==> src/rtl/core/btnar_pkg.sv <==
// shared types and constants for the button edge and auto-repeat block
`default_nettype none

package btnar_pkg;

  // number of physical buttons (1 to 64); only the first 32 are visible
  localparam int unsigned BTN_COUNT  = 32;
  localparam int unsigned MASK_W     = 32;
  localparam int unsigned LANE_COUNT = (BTN_COUNT < MASK_W) ? BTN_COUNT : MASK_W;

  localparam int unsigned CNT_W      = 8;
  localparam int unsigned CFG_W      = 8;
  localparam int unsigned CFG_IDX_W  = 2;

  // buttons that exist inside the visible mask
  localparam logic [MASK_W-1:0] ACTIVE_MASK = (BTN_COUNT >= MASK_W) ? '1 :
      MASK_W'((64'd1 << BTN_COUNT) - 64'd1);

  // register indexes
  localparam logic [CFG_IDX_W-1:0] CFG_HOLD_DELAY   = 2'd0;
  localparam logic [CFG_IDX_W-1:0] CFG_REPEAT_START = 2'd1;
  localparam logic [CFG_IDX_W-1:0] CFG_FAST_PERIOD  = 2'd2;
  localparam logic [CFG_IDX_W-1:0] CFG_SLOW_PERIOD  = 2'd3;

  // reset values
  localparam logic [CFG_W-1:0] HOLD_DELAY_RST   = 8'd7;
  localparam logic [CFG_W-1:0] REPEAT_START_RST = 8'd25;
  localparam logic [CFG_W-1:0] FAST_PERIOD_RST  = 8'd8;
  localparam logic [CFG_W-1:0] SLOW_PERIOD_RST  = 8'd12;

  typedef struct packed {
    logic [CFG_W-1:0] hold_delay;
    logic [CFG_W-1:0] repeat_start;
    logic [CFG_W-1:0] fast_period;
    logic [CFG_W-1:0] slow_period;
  } btnar_cfg_t;

  typedef struct packed {
    logic held;
    logic fast_rpt;
    logic slow_rpt;
  } btnar_lane_t;

endpackage

`default_nettype wire

==> src/rtl/core/button_edge_and_autorepeat.sv <==
// top level: button edge detect, hold and auto-repeat per frame beat
//
// Usage: each input beat on in_* carries one frame's vector of pressed
// buttons (bit i high means button i is down). For every input beat the
// block returns one result beat on out_*: pressed and released edges
// against the previous frame, the held mask and fast and slow auto-repeat
// pulse masks.
// The result register is loaded at the edge that accepts the input beat.
// Throughput is one beat per cycle unless the receiver stalls; the per-button
// counters update in parallel, so the result register is the only stage.
// A new beat is taken while the current result is being drained, so a
// receiver that takes every cycle sees no bubble. When the receiver stalls,
// the result holds and in_ready_o drops until the result is taken.
// Reset clears the previous-frame vector and all counters and loads the
// register defaults: hold delay 7, repeat start 25, fast period 8, slow
// period 12. Configuration writes on cfg_* take effect at the next edge. The
// user must make them only while no beat is in flight; the block has no check.
`default_nettype none

module button_edge_and_autorepeat (
  input  wire logic                            clk_i,
  input  wire logic                            rst_ni,
  input  wire logic                            cfg_we_i,
  input  wire logic [btnar_pkg::CFG_IDX_W-1:0] cfg_index_i,
  input  wire logic [btnar_pkg::CFG_W-1:0]     cfg_wdata_i,
  input  wire logic                            in_valid_i,
  output logic                                 in_ready_o,
  input  wire logic [btnar_pkg::MASK_W-1:0]    buttons_now_i,
  output logic                                 out_valid_o,
  input  wire logic                            out_ready_i,
  output logic [btnar_pkg::MASK_W-1:0]         pressed_mask_o,
  output logic [btnar_pkg::MASK_W-1:0]         released_mask_o,
  output logic [btnar_pkg::MASK_W-1:0]         held_mask_o,
  output logic [btnar_pkg::MASK_W-1:0]         fast_repeat_mask_o,
  output logic [btnar_pkg::MASK_W-1:0]         slow_repeat_mask_o
);
  import btnar_pkg::*;

  btnar_cfg_t        cfg;
  logic              step;
  logic              out_valid_q;
  logic [MASK_W-1:0] now;
  logic [MASK_W-1:0] last_q;
  logic [MASK_W-1:0] held_w, fast_w, slow_w;
  logic [MASK_W-1:0] pressed_q, released_q, held_q, fast_q, slow_q;

  // handshake: accept when the result slot is free or being drained
  assign in_ready_o = !out_valid_q || out_ready_i;
  assign step       = in_valid_i && in_ready_o;
  assign now        = buttons_now_i & ACTIVE_MASK;

  btnar_cfg_regs u_cfg (
    .clk_i       (clk_i),
    .rst_ni      (rst_ni),
    .cfg_we_i    (cfg_we_i),
    .cfg_index_i (cfg_index_i),
    .cfg_wdata_i (cfg_wdata_i),
    .cfg_o       (cfg)
  );

  // one lane per visible button, zero for bits beyond the button count
  for (genvar i = 0; i < MASK_W; i++) begin : g_lane
    if (i < LANE_COUNT) begin : g_on
      btnar_lane_t stat;
      btnar_lane u_lane (
        .clk_i  (clk_i),
        .rst_ni (rst_ni),
        .step_i (step),
        .down_i (now[i]),
        .cfg_i  (cfg),
        .stat_o (stat)
      );
      assign held_w[i] = stat.held;
      assign fast_w[i] = stat.fast_rpt;
      assign slow_w[i] = stat.slow_rpt;
    end else begin : g_off
      assign held_w[i] = 1'b0;
      assign fast_w[i] = 1'b0;
      assign slow_w[i] = 1'b0;
    end
  end

  // control state: previous frame and result valid
  always_ff @(posedge clk_i or negedge rst_ni) begin
    if (!rst_ni) begin
      last_q      <= '0;
      out_valid_q <= 1'b0;
    end else begin
      if (step) begin
        last_q <= now;
      end
      if (step) begin
        out_valid_q <= 1'b1;
      end else if (out_ready_i) begin
        out_valid_q <= 1'b0;
      end
    end
  end

  // result register
  always_ff @(posedge clk_i) begin
    if (step) begin
      pressed_q  <= now & ~last_q;
      released_q <= ~now & last_q;
      held_q     <= held_w;
      fast_q     <= fast_w;
      slow_q     <= slow_w;
    end
  end

  assign out_valid_o        = out_valid_q;
  assign pressed_mask_o     = pressed_q;
  assign released_mask_o    = released_q;
  assign held_mask_o        = held_q;
  assign fast_repeat_mask_o = fast_q;
  assign slow_repeat_mask_o = slow_q;

endmodule

`default_nettype wire

==> src/rtl/core/btnar_cfg_regs.sv <==
// configuration register file for hold delay, repeat start and periods
`default_nettype none

module btnar_cfg_regs (
  input  wire logic                           clk_i,
  input  wire logic                           rst_ni,
  input  wire logic                           cfg_we_i,
  input  wire logic [btnar_pkg::CFG_IDX_W-1:0] cfg_index_i,
  input  wire logic [btnar_pkg::CFG_W-1:0]     cfg_wdata_i,
  output btnar_pkg::btnar_cfg_t                cfg_o
);
  import btnar_pkg::*;

  btnar_cfg_t cfg_q, cfg_d;

  // decode the register index
  always_comb begin
    cfg_d = cfg_q;
    if (cfg_we_i) begin
      unique case (cfg_index_i)
        CFG_HOLD_DELAY:   cfg_d.hold_delay   = cfg_wdata_i;
        CFG_REPEAT_START: cfg_d.repeat_start = cfg_wdata_i;
        CFG_FAST_PERIOD:  cfg_d.fast_period  = cfg_wdata_i;
        CFG_SLOW_PERIOD:  cfg_d.slow_period  = cfg_wdata_i;
      endcase
    end
  end

  always_ff @(posedge clk_i or negedge rst_ni) begin
    if (!rst_ni) begin
      cfg_q.hold_delay   <= HOLD_DELAY_RST;
      cfg_q.repeat_start <= REPEAT_START_RST;
      cfg_q.fast_period  <= FAST_PERIOD_RST;
      cfg_q.slow_period  <= SLOW_PERIOD_RST;
    end else begin
      cfg_q <= cfg_d;
    end
  end

  assign cfg_o = cfg_q;

endmodule

`default_nettype wire

==> src/rtl/core/btnar_lane.sv <==
// one button: fast and slow frame counters with hold and repeat decisions
`default_nettype none

module btnar_lane (
  input  wire logic                  clk_i,
  input  wire logic                  rst_ni,
  input  wire logic                  step_i,
  input  wire logic                  down_i,
  input  wire btnar_pkg::btnar_cfg_t cfg_i,
  output btnar_pkg::btnar_lane_t     stat_o
);
  import btnar_pkg::*;

  logic [CNT_W-1:0] fast_q, fast_d;
  logic [CNT_W-1:0] slow_q, slow_d;
  logic [CNT_W-1:0] fast_inc, slow_inc;
  logic             fast_hit, slow_hit;

  // saturating increment, then threshold tests on the new value
  assign fast_inc = (fast_q == '1) ? fast_q : fast_q + CNT_W'(1);
  assign slow_inc = (slow_q == '1) ? slow_q : slow_q + CNT_W'(1);
  assign fast_hit = fast_inc > cfg_i.repeat_start;
  assign slow_hit = slow_inc > cfg_i.repeat_start;

  // period drop after a pulse, floored at zero; cleared while up
  always_comb begin
    fast_d = fast_inc;
    slow_d = slow_inc;
    if (fast_hit) begin
      fast_d = (fast_inc > cfg_i.fast_period) ? fast_inc - cfg_i.fast_period : '0;
    end
    if (slow_hit) begin
      slow_d = (slow_inc > cfg_i.slow_period) ? slow_inc - cfg_i.slow_period : '0;
    end
    if (!down_i) begin
      fast_d = '0;
      slow_d = '0;
    end
  end

  always_ff @(posedge clk_i or negedge rst_ni) begin
    if (!rst_ni) begin
      fast_q <= '0;
      slow_q <= '0;
    end else if (step_i) begin
      fast_q <= fast_d;
      slow_q <= slow_d;
    end
  end

  assign stat_o.held     = down_i & (fast_inc > cfg_i.hold_delay);
  assign stat_o.fast_rpt = down_i & fast_hit;
  assign stat_o.slow_rpt = down_i & slow_hit;

endmodule

`default_nettype wire

==> config.mk <==
export PLATFORM = sky130hd
export DESIGN_NAME = button_edge_and_autorepeat
export DESIGN_NICKNAME = d
export VERILOG_FILES = /design/src/rtl/core/btnar_pkg.sv /design/src/rtl/core/button_edge_and_autorepeat.sv /design/src/rtl/core/btnar_cfg_regs.sv /design/src/rtl/core/btnar_lane.sv
export SDC_FILE = /design/constraint.sdc
export NUM_CORES = 2
export LEC_CHECK = 0
export BUFFER_PORTS_ARGS = -buffer_cell sky130_fd_sc_hd__buf_2
export CAP_MARGIN = 25
export CORE_UTILIZATION = 65
export DETAILED_ROUTE_END_ITERATION = 8
export PLACE_DENSITY = 0.89
export SLEW_MARGIN = 40
export SYNTH_ARGS = -nofsm -noshare
export SYNTH_HDL_FRONTEND = slang
export SYNTH_SLANG_ARGS = --single-unit
==> constraint.sdc <==
create_clock -name clk_i -period 5.3 [get_ports clk_i]
set_clock_uncertainty 0.15 [all_clocks]
set_input_delay 0.265 -clock clk_i [delete_from_list [all_inputs] [get_ports clk_i]]
set_output_delay 0.265 -clock clk_i [all_outputs]
set_load 0.01 [all_outputs]
# Word level (Yosys, flattened, before mapping)
# Index checks and enable logic that the tools add are counted.
# classes
n_bitwise	100
n_reduce_logical	9
magnitude_cmp	160
eq_ne	67
n_mux	258
add_sub_neg	128
# ops
op	n
two-way mux 8 bit	256
greater-than comparator 8 bit	160
adder 8 x 1 -> 8 bit, second input constant	64
equality test 8 bit, second input constant	64
subtractor 8 bit	64
bitwise AND 1 bit	96
bitwise AND 32 bit	2
NOT 32 bit	2
AND reduction 2 bit	4
equality test 2 bit, second input constant	2
equality test 2 x 1 -> 1 bit, second input constant	1
zero test 2 bit	1
two-way mux 1 bit	2
nonzero test 2 bit	1
logical AND 1 bit	1
zero test 1 bit	1
logical OR 1 bit	1
# word_totals
in_bits	47
elab_cells	797
output_inout_bits	162
register_bits	737

# Longest topological paths before layout
# logic_depth
ltp_word	6
depth_mapped	16
mapped_depth_nobuf	14

# Modules after synthesis
# A second synthesis with hierarchy kept.
# hier_totals
cells_unflattened	9991
hier_area_um2	85712.2
# by_module_without_submodules
mod	area_per_inst_um2	cells_each	seq_area_each_um2	n_inst
btnar_lane (g_lane[0].g_on.u_lane ...)	2364.8	289	400.4	18
btnar_lane (g_lane[15].g_on.u_lane ...)	2541.2	318	400.4	10
button_edge_and_autorepeat	6568.8	296	5630.4	1
btnar_lane (g_lane[8].g_on.u_lane ...)	2492.4	318	400.4	2
btnar_lane (g_lane[27].g_on.u_lane)	2548.7	311	400.4	1
btnar_lane (g_lane[14].g_on.u_lane)	2408.6	298	400.4	1
btnar_cfg_regs	1223.7	68	812.0	1

# Worst setup path after synthesis
# OpenSTA, ideal clock, no wires.
# synth_timing
path_kind	reg2reg
startpoint	register u_cfg.cfg_q, in the netlist u_cfg.cfg_o[9]
endpoint	register g_lane[27].g_on.u_lane.fast_q[5]
setup_slack_ps	713
arrival_ps	4311
period_less_slack_ps	4587
required_time_ps	5024
stages_incl_launch_ff	9
setup_ps	126
n_path_buf	0
path_cell_list	dfrtp_1 -> inv_1 -> ha_1 -> nor2b_1 -> o21ai_1 -> a21boi_0 -> o21a_1 -> or3_1 -> a311o_1
# synth_via
elab_chain_len	4
elab_cells_between_ends	5
cone_classes	add/sub (1); order compare (1); mux (3)
# synth_rtl
element	line	source
start, declared	btnar_cfg_regs.sv:14	btnar_cfg_t cfg_q, cfg_d;
start signal, assigned	btnar_cfg_regs.sv:36	cfg_q <= cfg_d;
subtractor 8 bit / greater-than comparator 8 bit (equally long branches)	btnar_lane.sv:30	fast_d = (fast_inc > cfg_i.fast_period) ? fast_inc - cfg_i.fast_period : '0;
two-way mux 8 bit (*)	btnar_lane.sv:30	
two-way mux 8 bit (*)	btnar_lane.sv:29	if (fast_hit) begin
two-way mux 8 bit (*)	btnar_lane.sv:35	if (!down_i) begin
end signal, assigned	btnar_lane.sv:46	fast_q <= fast_d;
end, declared	btnar_lane.sv:14	logic [CNT_W-1:0] fast_q, fast_d;
# Mark *: on every way between the ends. The rest lies on a longest branch, timed or not.
# A chain may end at the register's enable or synchronous reset.

# Worst setup path after layout
# layout_timing
startpoint	register g_lane[3].g_on.u_lane.fast_q[1]
endpoint	register g_lane[3].g_on.u_lane.fast_q[4]
# layout_via
elab_chain_len	6
elab_cells_between_ends	9
cone_classes	add/sub (2); order compare (2); eq/ne (1); mux (4)
# layout_rtl
element	line	source
start, declared	btnar_lane.sv:14	
start signal, assigned	btnar_lane.sv:46	
adder 8 x 1 -> 8 bit / equality test 8 bit (equally long branches)	btnar_lane.sv:20	assign fast_inc = (fast_q == '1) ? fast_q : fast_q + CNT_W'(1);
two-way mux 8 bit (*)	btnar_lane.sv:20	
subtractor 8 bit / greater-than comparator 8 bit (equally long branches)	btnar_lane.sv:30	
two-way mux 8 bit	btnar_lane.sv:30	
two-way mux 8 bit (*)	btnar_lane.sv:29	
two-way mux 8 bit (*)	btnar_lane.sv:35	
# Marked as above.

==> metrics.md <==
| Metric | Value |
|---|---|
| Cts hold-fix bufs | 56 |
| Synthesized area | 80,000 µm² |
| Global-route wire length before repair | around 410 mm |
| Max cap viols | 0 |
| Buffer count from post-CTS setup fixing | 0 |
| Min-delay worst type | primary input to flop |
| Via density | roughly 7.1 |
| Largest net degree at the start of global routing | roughly 140 |
| Area of the multi-input gates | approximately 58,000 µm² |
| PD cells | ~380 nW/µm² |
| Achievable clock frequency | ~0.24 GHz |
| Seq/Total Area, Yosys | between 20 and 25% |
| Initial antenna violation count | 10 |
| Dpl cells | 11.1k |
| CTS tree | yes |
| Placed wire-length estimate | roughly 170 mm |
| Least-Margin Pin Slew | 0.956 ns |
| Worst skew pair latency | about 0.77 ns |
| Syn_nets | 10.8k |
| Routability cong. | 0.965 |
| I/O pin total | roughly 210 |
| Post-synthesis async set-or-reset flop share | between 70 and 80% |
| Final TNS setup | 0 ns |
| PnR worst setup slack | 1.19 ns |
| Status | finished clean |
| Period utilization | 77.5% |
| Synth top area share | between 20% and 30% |
| Yosys warns | 0 |
| Core area | between 100,000 and 150,000 µm² |
| Synthesized netlist cell count | 9,324 |
| Startpoint types | flop |
| FF/Latch Area | a little under 20,000 µm² |
| P&R area growth vs syn | 8.82% |
| Most common cell in the netlist | ha_1 |
| H-tree depth | 3 |
| Relative max-transition margin | between 30% and 40% |
| CTS max path bufs | 3 |
| Critical path endpoint category | flop |
| Fill cells | 9,128 |
| RSZ-0062 raised after global routing | no |
| Layout cell share with drive strength beyond 1 | under 10% |
| Yosys top cell by area | ha_1 |
| Die height | roughly 350 µm |
| Worst Setup Path Type | flop to flop |
| Final setup viols | 0 |
| Arrival time at the worst endpoint | 4.56 ns |
| Clock period minus worst slack | a little over 4 ns |
| Post-synthesis cell type count | 97 |
| Antenna-violating nets left | 0 |
| Initial Util | 65.6% |
| EDFF count, synth | between 150 and 200 |
| Peak supply drop | between 0.0003 and 0.0004 V |
| P_leak | about 41 nW |
| Critical path peak fanout | 9 |
| Synth top area cells | ha_1 (21%), dfrtp_1 (18%), edfxtp_1 (6.0%), a21oi_1 (4.1%), nand2_1 (3.6%) |
| Synth top cells by count | ha_1 (1,344), nand2_1 (766), nor2_1 (685) |
| Wire length per cell | about 23 µm |
| Ys flop type | dfrtp_1 |
| Number of hold violations in the final report | 0 |
| # rows | 128 |
| Required @ worst endpoint | around 5.8 ns |
| Clk sinks | 737 |
| GR Util All Layers | 40.0% |
| Vias in the first global route | 77.0k |
| Via count | ~80k |
| Core Util, Final | a little under three quarters |
| Die W | between 300 and 400 µm |
| Wirelength, routed | roughly 260 mm |
| Reg clk slew, reported paths | approximately 0.07 ns |
| Place WS | approximately 1.3 ns |
| DRC Markers | 0 |
| Post-CTS sizing | 0 |
| Number of CTS-inserted buffers | 89 |
| CTS root buf | clkbuf_16 |
| Port bufs | around 210 |
| Finished Layout Cells | between 10k and 15k |
| GRT overflow | 0 |
| #FFs+latches synth | about 740 |
| Starting DRC count in detailed routing | around 8.4k |
| Final net count | between 10k and 15k |
| Total die area | 125,000 µm² |
| Mean post-synth cell area | 8.58 µm² |
| Drt first pass iters | 8 |
| Final count of pins violating max slew | 0 |
final timing paths:
check | startpoint | end | slack, ns | cells after the start
setup / recovery | g_lane[3].g_on.u_lane.fast_q[1]$_DFFE_PN0P_ | g_lane[3].g_on.u_lane.fast_q[4]$_DFFE_PN0P_ | 1.19 | 13
hold / removal | in_valid_i | out_valid_o$_DFFE_PN0P_ | 0.07 | 3
setup reg to reg | g_lane[3].g_on.u_lane.fast_q[1]$_DFFE_PN0P_ | g_lane[3].g_on.u_lane.fast_q[4]$_DFFE_PN0P_ | 1.19 | 13
hold reg to reg | last_q[20]$_DFFE_PN0P_ | last_q[20]$_DFFE_PN0P_ | 0.34 | 2
max in group asynchronous | rst_ni | g_lane[18].g_on.u_lane.fast_q[2]$_DFFE_PN0P_ | 3.19 | 5
min in group asynchronous | rst_ni | g_lane[27].g_on.u_lane.fast_q[0]$_DFFE_PN0P_ | 0.45 | 3
layout by cell type, fill, tap and decap left out, types with 134 or more instances in the layout:
master / synthesis / layout
xor2_1: 173 / 173
nor3_1: 189 / 189
and3_1: 215 / 215
nor2_1: 685 / 684
nand3_1: 439 / 439
dfrtp_1: 568 / 564
nand2b_1: 134 / 134
inv_1: 427 / 399
o21a_1: 181 / 181
a21oi_1: 662 / 662
ha_1: 1344 / 1344
a21o_1: 185 / 185
nand2_1: 766 / 766
o221ai_1: 196 / 196
o21ai_0: 473 / 473
buf_2: 68 / 208
xnor2_1: 189 / 189
edfxtp_1: 160 / 160
nor2b_1: 226 / 226
nand4_1: 297 / 297
layer usage:
metal / GRT usage [%] / up-vias / part of all wire, %
met5: 0 / - / 0.019
met4: 27.7 / 8 / 7.7
met3: 8.75 / 1299 / 11
met2: 63.2 / 4659 / 44
met1: 48.8 / 37619 / 37
li1: - / 36211 / -
kinds of logic after synthesis:
| family | share of synthesized area, % |
|---|---|
| and+or+nand+nor | 21.4 |
| AOI/OAI and AO/OA | 22.3 |
| adders and majority gates | 22.6 |
| DFF | 24.1 |
| buffers and inverters | 3.05 |
| xor gates and xnor gates | 3.96 |
| muxes | 2.66 |
layout make-up:
cell class,count,share of cell area (%)
Multi-Input combinational cell,7972,67.0
Clock buffer,121,2.96
Inverter,428,1.93
Antenna cell,9,0.0259
Sequential cell,737,22.1
Timing Repair Buffer,353,2.86
Tap cell,1625,2.33
Clock inverter,47,0.730
registers in the layout, summed over array words and instances, names as in the netlist:
signal	cells
slow_repeat_mask_o	32
released_mask_o	32
g_lane.g_on.u_lane.fast_q	256
u_cfg.cfg_o	32
fast_repeat_mask_o	32
held_mask_o	32
last_q	32
out_valid_o	1
g_lane.g_on.u_lane.slow_q	256
pressed_mask_o	32
where the power goes:
group          total (mW)  internal, mW  switching (mW)
combinational        18.2          7.25            11.0
clock                6.91          4.09            2.81
sequential           7.56          6.55            1.02
total                32.7          17.9            14.8
stage by stage:
stage | total power [mW] | hold slack [ns] | cell area, µm²
4_1_cts | 32.1 | 0.0423 | 87000
3_3_place_gp | 23.9 | 0.156 | 83100
2_1_floorplan | 20.1 | -0.181 | 80000
5_1_grt | 34.8 | 0.0347 | 87100
6_report | 32.7 | 0.0741 | 87100
3_5_place_dp | 25.0 | 0.160 | 83200
critical path, stage by stage, from the launching register on:
cell,delay (ns)
dfrtp_1,0.40
ha_1,0.23
and3_1,0.25
nand3_1,0.16
nor2_1,0.23
mux2i_1,0.41
inv_1,0.18
ha_1,0.33
nor2b_1,0.15
o211ai_1,0.22
a21oi_1,0.10
o22ai_1,0.58
nand3b_1,0.37
o311ai_0,0.19
(Power assumes the default switching activity.)
